### src/rtl/stms_pkg.sv
// Shared types and constants for the sphere triangle midpoint subdivider.
package stms_pkg;

  localparam int unsigned CoordBits = 16;
  localparam int unsigned FracBits  = 14;
  localparam int unsigned IndexBits = 16;
  localparam int unsigned SumBits   = 17;
  // Squared length of a 17 bit sum vector, three terms.
  localparam int unsigned SqBits    = 36;
  // Radicand is Q << 28; root fits in 32 bits.
  localparam int unsigned RadBits   = 64;
  localparam int unsigned RootBits  = 32;
  // Dividend is |s| << 28, at most 45 bits.
  localparam int unsigned DvdBits   = 46;
  localparam int unsigned QuoBits   = 46;
  localparam logic [15:0] CountMax  = 16'hFFFF;
  localparam logic [15:0] BaseReset = 16'd4;

  typedef struct packed {
    logic signed [15:0] a_x;
    logic signed [15:0] a_y;
    logic signed [15:0] a_z;
    logic signed [15:0] b_x;
    logic signed [15:0] b_y;
    logic signed [15:0] b_z;
    logic signed [15:0] c_x;
    logic signed [15:0] c_y;
    logic signed [15:0] c_z;
    logic [15:0]        a_index;
    logic [15:0]        b_index;
    logic [15:0]        c_index;
  } tri_in_t;

  typedef struct packed {
    logic               kind;
    logic [15:0]        vertex_index;
    logic signed [15:0] vertex_x;
    logic signed [15:0] vertex_y;
    logic signed [15:0] vertex_z;
    logic [15:0]        corner_first;
    logic [15:0]        corner_second;
    logic [15:0]        corner_third;
    logic               last;
  } res_out_t;

  // Request from front to back: the edge sums AB, BC and AC plus the index set.
  typedef struct packed {
    logic signed [16:0] s0x, s0y, s0z;
    logic signed [16:0] s1x, s1y, s1z;
    logic signed [16:0] s2x, s2y, s2z;
    logic [15:0]        ia, ib, ic;
    logic [15:0]        n0;
  } edge_req_t;

endpackage

### src/rtl/sphere_triangle_midpoint_subdivider.sv
// Per edge the back end runs 3 square steps, 32 root steps and three divides.
// The back end handles one triangle at a time; meanwhile the front end and a
// two-entry queue take up to three more triangles.
// Reset clears the triangle count, the queue and all valid flags;
// the base register returns to 4.
module sphere_triangle_midpoint_subdivider import stms_pkg::*; (
  input  logic     clk_i,
  input  logic     rst_ni,
  input  logic     push,
  output logic     full,
  input  tri_in_t  tri_i,
  output logic     empty,
  input  logic     pop,
  output res_out_t res_o,
  input  logic     cfg_valid_i,
  output logic     cfg_ready_o,
  input  logic [15:0] cfg_data_i
);

  logic [15:0] base_q;
  logic        f_valid, q_ready, b_valid, b_ready;
  edge_req_t   f_req, b_req;

  assign cfg_ready_o = 1'b1;

  // Base index register.
  always_ff @(posedge clk_i or negedge rst_ni) begin
    if (!rst_ni) base_q <= BaseReset;
    else if (cfg_valid_i) base_q <= cfg_data_i;
  end

  stms_front u_front (
    .clk_i, .rst_ni, .base_i(base_q), .push_i(push), .tri_i,
    .full_o(full), .req_valid_o(f_valid), .req_o(f_req), .req_ready_i(q_ready)
  );

  stms_queue u_queue (
    .clk_i, .rst_ni, .in_valid_i(f_valid), .in_i(f_req), .in_ready_o(q_ready),
    .out_valid_o(b_valid), .out_o(b_req), .out_ready_i(b_ready)
  );

  stms_back u_back (
    .clk_i, .rst_ni, .req_valid_i(b_valid), .req_i(b_req), .req_ready_o(b_ready),
    .empty_o(empty), .res_o, .pop_i(pop)
  );

endmodule

### src/rtl/stms_front.sv
// Front end: accepts triangles, forms edge sums and new vertex indices.
module stms_front import stms_pkg::*; (
  input  logic        clk_i,
  input  logic        rst_ni,
  input  logic [15:0] base_i,
  input  logic        push_i,
  input  tri_in_t     tri_i,
  output logic        full_o,
  output logic        req_valid_o,
  output edge_req_t   req_o,
  input  logic        req_ready_i
);

  logic        valid_q;
  edge_req_t   req_q;
  logic [15:0] count_q;
  logic        take;

  assign full_o      = valid_q && !req_ready_i;
  assign take        = push_i && !full_o;
  assign req_valid_o = valid_q;
  assign req_o       = req_q;

  // Hold one request; refill as soon as the queue takes it.
  always_ff @(posedge clk_i or negedge rst_ni) begin
    if (!rst_ni) begin
      valid_q <= 1'b0;
      count_q <= '0;
    end else begin
      if (take) begin
        valid_q <= 1'b1;
        if (count_q != CountMax) count_q <= count_q + 16'd1;
      end else if (req_ready_i) begin
        valid_q <= 1'b0;
      end
    end
  end

  // Edge sums AB, BC, AC and first new index.
  always_ff @(posedge clk_i) begin
    if (take) begin
      req_q.s0x <= 17'(tri_i.a_x) + 17'(tri_i.b_x);
      req_q.s0y <= 17'(tri_i.a_y) + 17'(tri_i.b_y);
      req_q.s0z <= 17'(tri_i.a_z) + 17'(tri_i.b_z);
      req_q.s1x <= 17'(tri_i.b_x) + 17'(tri_i.c_x);
      req_q.s1y <= 17'(tri_i.b_y) + 17'(tri_i.c_y);
      req_q.s1z <= 17'(tri_i.b_z) + 17'(tri_i.c_z);
      req_q.s2x <= 17'(tri_i.a_x) + 17'(tri_i.c_x);
      req_q.s2y <= 17'(tri_i.a_y) + 17'(tri_i.c_y);
      req_q.s2z <= 17'(tri_i.a_z) + 17'(tri_i.c_z);
      req_q.ia  <= tri_i.a_index;
      req_q.ib  <= tri_i.b_index;
      req_q.ic  <= tri_i.c_index;
      req_q.n0  <= base_i + 16'(count_q * 2'd3);
    end
  end

endmodule

### src/rtl/stms_queue.sv
// Two entry request queue between front and back.
module stms_queue import stms_pkg::*; (
  input  logic      clk_i,
  input  logic      rst_ni,
  input  logic      in_valid_i,
  input  edge_req_t in_i,
  output logic      in_ready_o,
  output logic      out_valid_o,
  output edge_req_t out_o,
  input  logic      out_ready_i
);

  edge_req_t   mem_q [2];
  logic        wp_q, rp_q;
  logic [1:0]  cnt_q;
  logic        wr, rd;

  assign in_ready_o  = cnt_q != 2'd2;
  assign out_valid_o = cnt_q != 2'd0;
  assign out_o       = mem_q[rp_q];
  assign wr          = in_valid_i && in_ready_o;
  assign rd          = out_valid_o && out_ready_i;

  // Pointers and fill count.
  always_ff @(posedge clk_i or negedge rst_ni) begin
    if (!rst_ni) begin
      wp_q  <= 1'b0;
      rp_q  <= 1'b0;
      cnt_q <= '0;
    end else begin
      if (wr) wp_q <= ~wp_q;
      if (rd) rp_q <= ~rp_q;
      cnt_q <= cnt_q + {1'b0, wr} - {1'b0, rd};
    end
  end

  always_ff @(posedge clk_i) begin
    if (wr) mem_q[wp_q] <= in_i;
  end

endmodule

### src/rtl/stms_back.sv
// Back end: normalizes the edge sums AB, BC and AC and emits the new vertices and sub-triangles.
module stms_back import stms_pkg::*; (
  input  logic      clk_i,
  input  logic      rst_ni,
  input  logic      req_valid_i,
  input  edge_req_t req_i,
  output logic      req_ready_o,
  output logic      empty_o,
  output res_out_t  res_o,
  input  logic      pop_i
);

  localparam logic [2:0] StIdle = 3'd0;
  localparam logic [2:0] StSq   = 3'd1;
  localparam logic [2:0] StSqrt = 3'd2;
  localparam logic [2:0] StDiv  = 3'd3;
  localparam logic [2:0] StEmit = 3'd4;

  logic [2:0]        st_q;
  edge_req_t         r_q;
  logic [1:0]        edge_q;   // edge being normalized
  logic [1:0]        comp_q;   // component in the divider / square step
  logic [5:0]        step_q;
  logic [SqBits-1:0] sq_q;
  logic [RadBits-1:0] rem_q;
  logic [RootBits-1:0] root_q;
  logic [DvdBits-1:0] drem_q;
  logic [QuoBits-1:0] quo_q;
  logic [15:0]       mid_q [3][3];
  logic [2:0]        slot_q;
  logic              out_valid_q;
  res_out_t          out_q;

  logic signed [16:0] s_cur;
  logic [16:0]        mag;
  logic [33:0]        mag_sq;
  logic [RadBits-1:0] sr_trial;
  logic [QuoBits-1:0] q_round;
  logic [15:0]        comp_res;
  logic               emit_ok;

  // Current component of the current edge.
  always_comb begin
    case ({edge_q, comp_q})
      4'b0000: s_cur = r_q.s0x;
      4'b0001: s_cur = r_q.s0y;
      4'b0010: s_cur = r_q.s0z;
      4'b0100: s_cur = r_q.s1x;
      4'b0101: s_cur = r_q.s1y;
      4'b0110: s_cur = r_q.s1z;
      4'b1000: s_cur = r_q.s2x;
      4'b1001: s_cur = r_q.s2y;
      default: s_cur = r_q.s2z;
    endcase
  end
  assign mag    = s_cur[16] ? 17'(-s_cur) : 17'(s_cur);
  assign mag_sq = mag * mag;

  // Digit-by-digit root trial: (root<<2 | 1) << (2*step) over remainder.
  always_comb begin
    sr_trial = ({32'd0, root_q} << 2 | 64'd1) << {step_q[4:0], 1'b0};
  end

  // Rounded, saturated, signed component.
  always_comb begin
    q_round  = quo_q;
    if (q_round > QuoBits'(16384)) q_round = QuoBits'(16384);
    comp_res = s_cur[16] ? 16'(-q_round[15:0]) : q_round[15:0];
  end

  assign emit_ok     = !out_valid_q || pop_i;
  assign req_ready_o = st_q == StIdle;
  assign empty_o     = !out_valid_q;
  assign res_o       = out_q;

  // Divider: dividend |s|<<28 + root/2, shift-subtract one bit a cycle.
  logic [RootBits:0]  dpart;
  logic [RootBits+1:0] dsub;
  logic [RootBits:0]  dhi_q;
  assign dpart = {dhi_q[RootBits-1:0], drem_q[DvdBits-1]};
  assign dsub  = {1'b0, dpart} - {2'b0, root_q};

  always_ff @(posedge clk_i or negedge rst_ni) begin
    if (!rst_ni) begin
      st_q        <= StIdle;
      out_valid_q <= 1'b0;
      edge_q      <= '0;
      comp_q      <= '0;
      step_q      <= '0;
      slot_q      <= '0;
    end else begin
      if (pop_i && out_valid_q) out_valid_q <= 1'b0;
      unique case (st_q)
        StIdle: begin
          if (req_valid_i) begin
            st_q   <= StSq;
            edge_q <= '0;
            comp_q <= '0;
            sq_q   <= '0;
          end
        end
        // Accumulate squares, one component a cycle.
        StSq: begin
          sq_q <= sq_q + SqBits'(mag_sq);
          if (comp_q == 2'd2) begin
            comp_q <= '0;
            st_q   <= StSqrt;
            step_q <= 6'd31;
            root_q <= '0;
            rem_q  <= {sq_q + SqBits'(mag_sq), 28'd0};
          end else begin
            comp_q <= comp_q + 2'd1;
          end
        end
        // Integer square root, one result bit a cycle.
        StSqrt: begin
          if (rem_q >= sr_trial) begin
            rem_q  <= rem_q - sr_trial;
            root_q <= (root_q << 1) | 32'd1;
          end else begin
            root_q <= root_q << 1;
          end
          if (step_q == 6'd0) begin
            st_q <= StDiv;
            comp_q <= '0;
            step_q <= 6'(DvdBits);
            dhi_q  <= '0;
          end else begin
            step_q <= step_q - 6'd1;
          end
        end
        // One quotient bit a cycle; step counts down the dividend bits.
        StDiv: begin
          if (step_q == 6'(DvdBits)) begin
            drem_q <= DvdBits'({mag, 28'd0}) + DvdBits'(root_q >> 1);
            quo_q  <= '0;
            dhi_q  <= '0;
            step_q <= step_q - 6'd1;
            if (sq_q == '0) begin
              quo_q  <= '0;
              step_q <= 6'd63;
            end
          end else if (step_q == 6'd63) begin
            // Zero sum: all components zero.
            mid_q[edge_q][comp_q] <= '0;
            if (comp_q == 2'd2) begin
              comp_q <= '0;
              if (edge_q == 2'd2) begin
                st_q <= StEmit; slot_q <= '0;
              end else begin
                edge_q <= edge_q + 2'd1; st_q <= StSq; sq_q <= '0;
              end
            end else begin
              comp_q <= comp_q + 2'd1; step_q <= 6'(DvdBits);
            end
          end else begin
            drem_q <= drem_q << 1;
            if (!dsub[RootBits+1]) begin
              dhi_q <= dsub[RootBits:0];
              quo_q <= (quo_q << 1) | QuoBits'(1);
            end else begin
              dhi_q <= dpart;
              quo_q <= quo_q << 1;
            end
            if (step_q == 6'd0) begin
              step_q <= 6'd62;
            end else begin
              step_q <= step_q - 6'd1;
            end
          end
          if (step_q == 6'd62) begin
            mid_q[edge_q][comp_q] <= comp_res;
            step_q <= 6'(DvdBits);
            if (comp_q == 2'd2) begin
              comp_q <= '0;
              if (edge_q == 2'd2) begin
                st_q <= StEmit; slot_q <= '0;
              end else begin
                edge_q <= edge_q + 2'd1; st_q <= StSq; sq_q <= '0;
              end
            end else begin
              comp_q <= comp_q + 2'd1;
            end
          end
        end
        // Seven results into the output register.
        StEmit: begin
          if (emit_ok) begin
            out_valid_q <= 1'b1;
            slot_q      <= slot_q + 3'd1;
            if (slot_q == 3'd6) st_q <= StIdle;
          end
        end
        default: st_q <= StIdle;
      endcase
    end
  end

  // Result fields per slot.
  logic [15:0] n0, n1, n2;
  assign n0 = r_q.n0;
  assign n1 = r_q.n0 + 16'd1;
  assign n2 = r_q.n0 + 16'd2;

  always_ff @(posedge clk_i) begin
    if (st_q == StIdle && req_valid_i) r_q <= req_i;
    if (st_q == StEmit && emit_ok) begin
      out_q <= '0;
      case (slot_q)
        3'd0: begin
          out_q.vertex_index <= n0;
          out_q.vertex_x <= mid_q[0][0];
          out_q.vertex_y <= mid_q[0][1];
          out_q.vertex_z <= mid_q[0][2];
        end
        3'd1: begin
          out_q.vertex_index <= n1;
          out_q.vertex_x <= mid_q[1][0];
          out_q.vertex_y <= mid_q[1][1];
          out_q.vertex_z <= mid_q[1][2];
        end
        3'd2: begin
          out_q.vertex_index <= n2;
          out_q.vertex_x <= mid_q[2][0];
          out_q.vertex_y <= mid_q[2][1];
          out_q.vertex_z <= mid_q[2][2];
        end
        3'd3: begin
          out_q.kind <= 1'b1;
          out_q.corner_first <= r_q.ia;
          out_q.corner_second <= n0;
          out_q.corner_third <= n2;
        end
        3'd4: begin
          out_q.kind <= 1'b1;
          out_q.corner_first <= n0;
          out_q.corner_second <= r_q.ib;
          out_q.corner_third <= n1;
        end
        3'd5: begin
          out_q.kind <= 1'b1;
          out_q.corner_first <= n2;
          out_q.corner_second <= n0;
          out_q.corner_third <= n1;
        end
        default: begin
          out_q.kind <= 1'b1;
          out_q.corner_first <= r_q.ic;
          out_q.corner_second <= n2;
          out_q.corner_third <= n1;
          out_q.last <= 1'b1;
        end
      endcase
    end
  end

endmodule

### config.mk
export PLATFORM = sky130hd
export DESIGN_NAME = sphere_triangle_midpoint_subdivider
export DESIGN_NICKNAME = d
export VERILOG_FILES = /design/src/rtl/stms_pkg.sv /design/src/rtl/sphere_triangle_midpoint_subdivider.sv /design/src/rtl/stms_front.sv /design/src/rtl/stms_queue.sv /design/src/rtl/stms_back.sv
export SDC_FILE = /design/constraint.sdc
export NUM_CORES = 2
export LEC_CHECK = 0
export ABC_AREA = 1
export BUFFER_PORTS_ARGS = -buffer_cell sky130_fd_sc_hd__clkbuf_2
export CAP_MARGIN = 40
export CORE_ASPECT_RATIO = 1.5
export CORE_UTILIZATION = 55
export DETAILED_ROUTE_END_ITERATION = 7
export GPL_TIMING_DRIVEN = 0
export PLACE_DENSITY = 0.82
export SETUP_SLACK_MARGIN = 0.3
export SLEW_MARGIN = 15
export SYNTH_ARGS = -nofsm -noshare
export SYNTH_HDL_FRONTEND = slang
export SYNTH_SLANG_ARGS = --single-unit
### constraint.sdc
create_clock -name clk_i -period 14.79 [get_ports clk_i]
set_input_delay 4.437 -clock clk_i [delete_from_list [all_inputs] [get_ports clk_i]]
set_output_delay 4.437 -clock clk_i [all_outputs]
set_load 0.005 [all_outputs]
==> flow_metrics.tcl <==
set metrics [dict create \
    final_cell_mix "nand2_1, edfxtp_1, inv_1" \
    worstSetupStartpoint "u_back.edge_q[0]" \
    maxSlewHeadroom 0.3476 \
    r2r_end "u_back.sq_q[30]" \
    drv_cap 0 \
    overflow 0 \
    io_buffers 327 \
    root_buffer "clkbuf_16" \
    whs_ns 0.4383 \
    min_path_type "flip-flop to flip-flop" \
    cp_common_cell "inv_1" \
    power_leakage_nw 36.62 \
    nets 8960 \
    finalCriticalPeriod_ns 11.17 \
    cts_tree "done" \
    antenna_found_initial 15 \
    finalHoldViolations 0 \
    synth_seq_cells 1436 \
    htree_levels 4 \
    ant_nets 0 \
    die_w_um 309.4 \
    yosys_warnings 0 \
    arrival_ns 11.73 \
    combPwrFrac 0.178 \
    placed_area_um2 83370 \
    post_cts_buffers 0 \
    vias 57650 \
    synth_edf_count 1382 \
    grt_pass1_wl_um 351200 \
    setup_ws_ns 3.618 \
    holdPathStages 0 \
    final_common_cell "nand2_1" \
    syn_to_final_growth_pct 12.89 \
    grt_max_degree 114 \
    criticalPathCategory "flip-flop to flip-flop" \
    viasPerCell 5.720 \
    core_area_um2 140200 \
    min_from "u_front.req_o[124]" \
    min_period_over_period 0.7554 \
    avgRoutedWirePerCell_um 23.92 \
    grt.total_usage 0.3369 \
    p_switching_mw 3.164 \
    max_freq_mhz 89.51 \
    die_h_um 463.1 \
    ys_seq_area_frac 0.5497 \
    ir_drop_mv 0.1178 \
    rsz0062_at_grt "no" \
    dp_slack_ns 3.722 \
    intPower_mw 8.065 \
    cts_resized 0 \
    cp-start-kind "flip-flop" \
    tightest_slew_ns 0.9684 \
    clk_path_buf_depth 3 \
    cts_buffers 134 \
    drt-initial-drc-count 5774 \
    power_frac_clock 0.322 \
    power_frac_seq 0.500 \
    nFillCells 10890 \
    switching_share 0.2818 \
    clk_pin_slew_ns 0.07 \
    final_layout_size_suffix_gt1_frac 0.09524 \
    num_rows 168 \
    clk_latency_ns 0.84 \
    cp_slowest_cell "clkbuf_1" \
    stdcell_area_um2 88000 \
    drcViolationCount 3 \
    maxSlewViolCount 0 \
    gp_congestion 1.004 \
    hold_end "u_queue.mem_q[1][124]" \
    fin_worst_skew_ns 0.04513 \
    design.die.area_um2 143300 \
    violations "design-rule violations" \
    syn_inst 7541 \
    cp.required_ns 15.35 \
    start_util 0.5560 \
    hold_buffers 0 \
    synthFlopType "edfxtp_1" \
    setup_viol 0 \
    async_reset_ff_frac 0.03760 \
    end_kind "flip-flop" \
    grt_pass1_vias 58710 \
    syn_area_per_cell_um2 10.34 \
    wl_um 241200 \
    worstPathMaxFanout 10 \
    powerDensity_nw_per_um2 127.6 \
    worstRegToRegCells 40 \
    slowest_delay_ns 0.67 \
    reg2reg_slack_ns 3.62 \
    rr_startpoint "u_back.edge_q[0]" \
    synth_cell_types 59 \
    drtPass1Iterations 8 \
    io_pins 330 \
    dpl.hpwl_um 191600 \
    outcome "finished with violations" \
    netlist_area_um2 77950 \
    clock_sinks 1436 \
]
-- layout make-up --
cell class	instances	area, um2	share of cell area
antenna	10	25.02	0.0002844
buffer	207	857.1	0.009739
clock buffer	152	3505	0.03982
clock inverter	91	1089	0.01237
inverter	933	3512	0.03991
multi-input combinational	4976	30890	0.3511
sequential	1436	42850	0.4869
tap	1870	2340	0.02659
timing repair buffer	405	2928	0.03327
-- per-stage QoR --
step	total power, mW	cells	util	TNS, ns
floorplan	7.068	7552	-	0
global placement	7.696	9749	0.5846	-892.36
detailed placement	7.638	9826	0.5946	0
CTS	11.23	10070	0.6274	0
global route	11.63	10080	0.6276	0
finish	11.23	10080	0.6277	0
-- registers in the layout, summed over array words and instances (netlist names), 16 cells and up --
| signal | count |
|---|---|
| u_back.quo_q | 46 |
| u_back.dhi_q | 32 |
| u_front.req_o | 217 |
| u_back.root_q | 32 |
| u_front.count_q | 16 |
| u_back.res_o | 114 |
| u_back.sq_q | 36 |
| u_queue.mem_q | 434 |
| u_back.rem_q | 64 |
| base_q | 16 |
| u_back.mid_q | 144 |
| u_back.n0 | 16 |
| u_back.drem_q | 46 |
| u_back.r_q | 201 |
-- cell usage after synthesis (all sizes together) (2+ instances only) --
cell / n / area (um2)
a32o: 2 / 20.02
a22oi: 5 / 37.54
o211ai: 12 / 90.09
nor2: 605 / 2318
o221ai: 14 / 122.6
o22ai: 45 / 281.5
a221oi: 11 / 96.34
xnor2: 98 / 858.3
a21boi: 48 / 360.4
nand3b: 11 / 82.58
a41oi: 13 / 113.9
nand3: 255 / 1301
o21a: 13 / 97.59
a31oi: 62 / 387.9
a21oi: 363 / 1817
a22o: 4 / 35.03
edfxtp: 1382 / 41500
nor4: 21 / 131.4
mux2: 16 / 180.2
o31ai: 4 / 30.03
inv: 923 / 3467
nor3: 49 / 250.2
a21o: 35 / 262.8
o21bai: 11 / 82.58
o2111ai: 2 / 17.52
dfrtp: 53 / 1326
nand4: 62 / 387.9
clkinv: 10 / 37.54
nand2: 1864 / 7042
ha: 403 / 5042
o21ai: 432 / 2162
conb: 2 / 7.510
a31o: 3 / 26.28
mux2i: 18 / 180.2
clkbuf: 156 / 585.6
and3: 4 / 25.02
buf: 51 / 271.5
a211oi: 14 / 105.1
xor2: 166 / 1454
fa: 251 / 5025
or2: 44 / 275.3
-- power by group through the flow --
stage                     Combinational (mW)  Clock [mW]  Sequential (mW)
after floorplan                         1.31           0             5.76
after global placement                  1.77           0             5.93
after detailed placement                1.96           0             5.68
after CTS                               1.99        3.64             5.60
after global routing                    2.20        3.78             5.65
final                                   2.00        3.62             5.61
-- how the worst max path moves through the flow --
stage,end,slack [ns],cells after the start
6_report,u_back.sq_q[30],3.62,40
4_1_cts,u_back.sq_q[30],3.70,40
3_3_place_gp,u_queue.cnt_q[1],-3.82,10
3_5_place_dp,u_back.sq_q[30],3.72,40
5_1_grt,u_back.sq_q[30],3.12,40
2_1_floorplan,u_queue.cnt_q[1],1.51,10
-- worst max-delay path: cells and delay by family (launching register included) --
kind | cells | cell delay (ns)
DFF | 1 | 0.37
adders and majority gates | 9 | 4.06
and+or+nand+nor | 11 | 3.06
AOI/OAI and AO/OA | 6 | 1.43
buffers and inverters | 14 | 1.93
-- per-layer routing --
metal | global-route usage | routed length [um]
met1 | 0.3358 | 76900
met2 | 0.6038 | 124900
met3 | 0.05528 | 15860
met4 | 0.2866 | 23440
met5 | 0 | 66
-- kinds of logic after synthesis --
family | count (synthesis) | synth area share
other | 2 | 0.00009634
DFF | 1436 | 0.5497
xor gates and xnor gates | 264 | 0.02966
and+or+nand+nor | 2915 | 0.1516
AOI/OAI and AO/OA | 1096 | 0.07924
buffers and inverters | 1140 | 0.05595
adders and majority gates | 654 | 0.1291
muxes | 34 | 0.004623
Note: power is estimated with default switching activity, not from simulation.
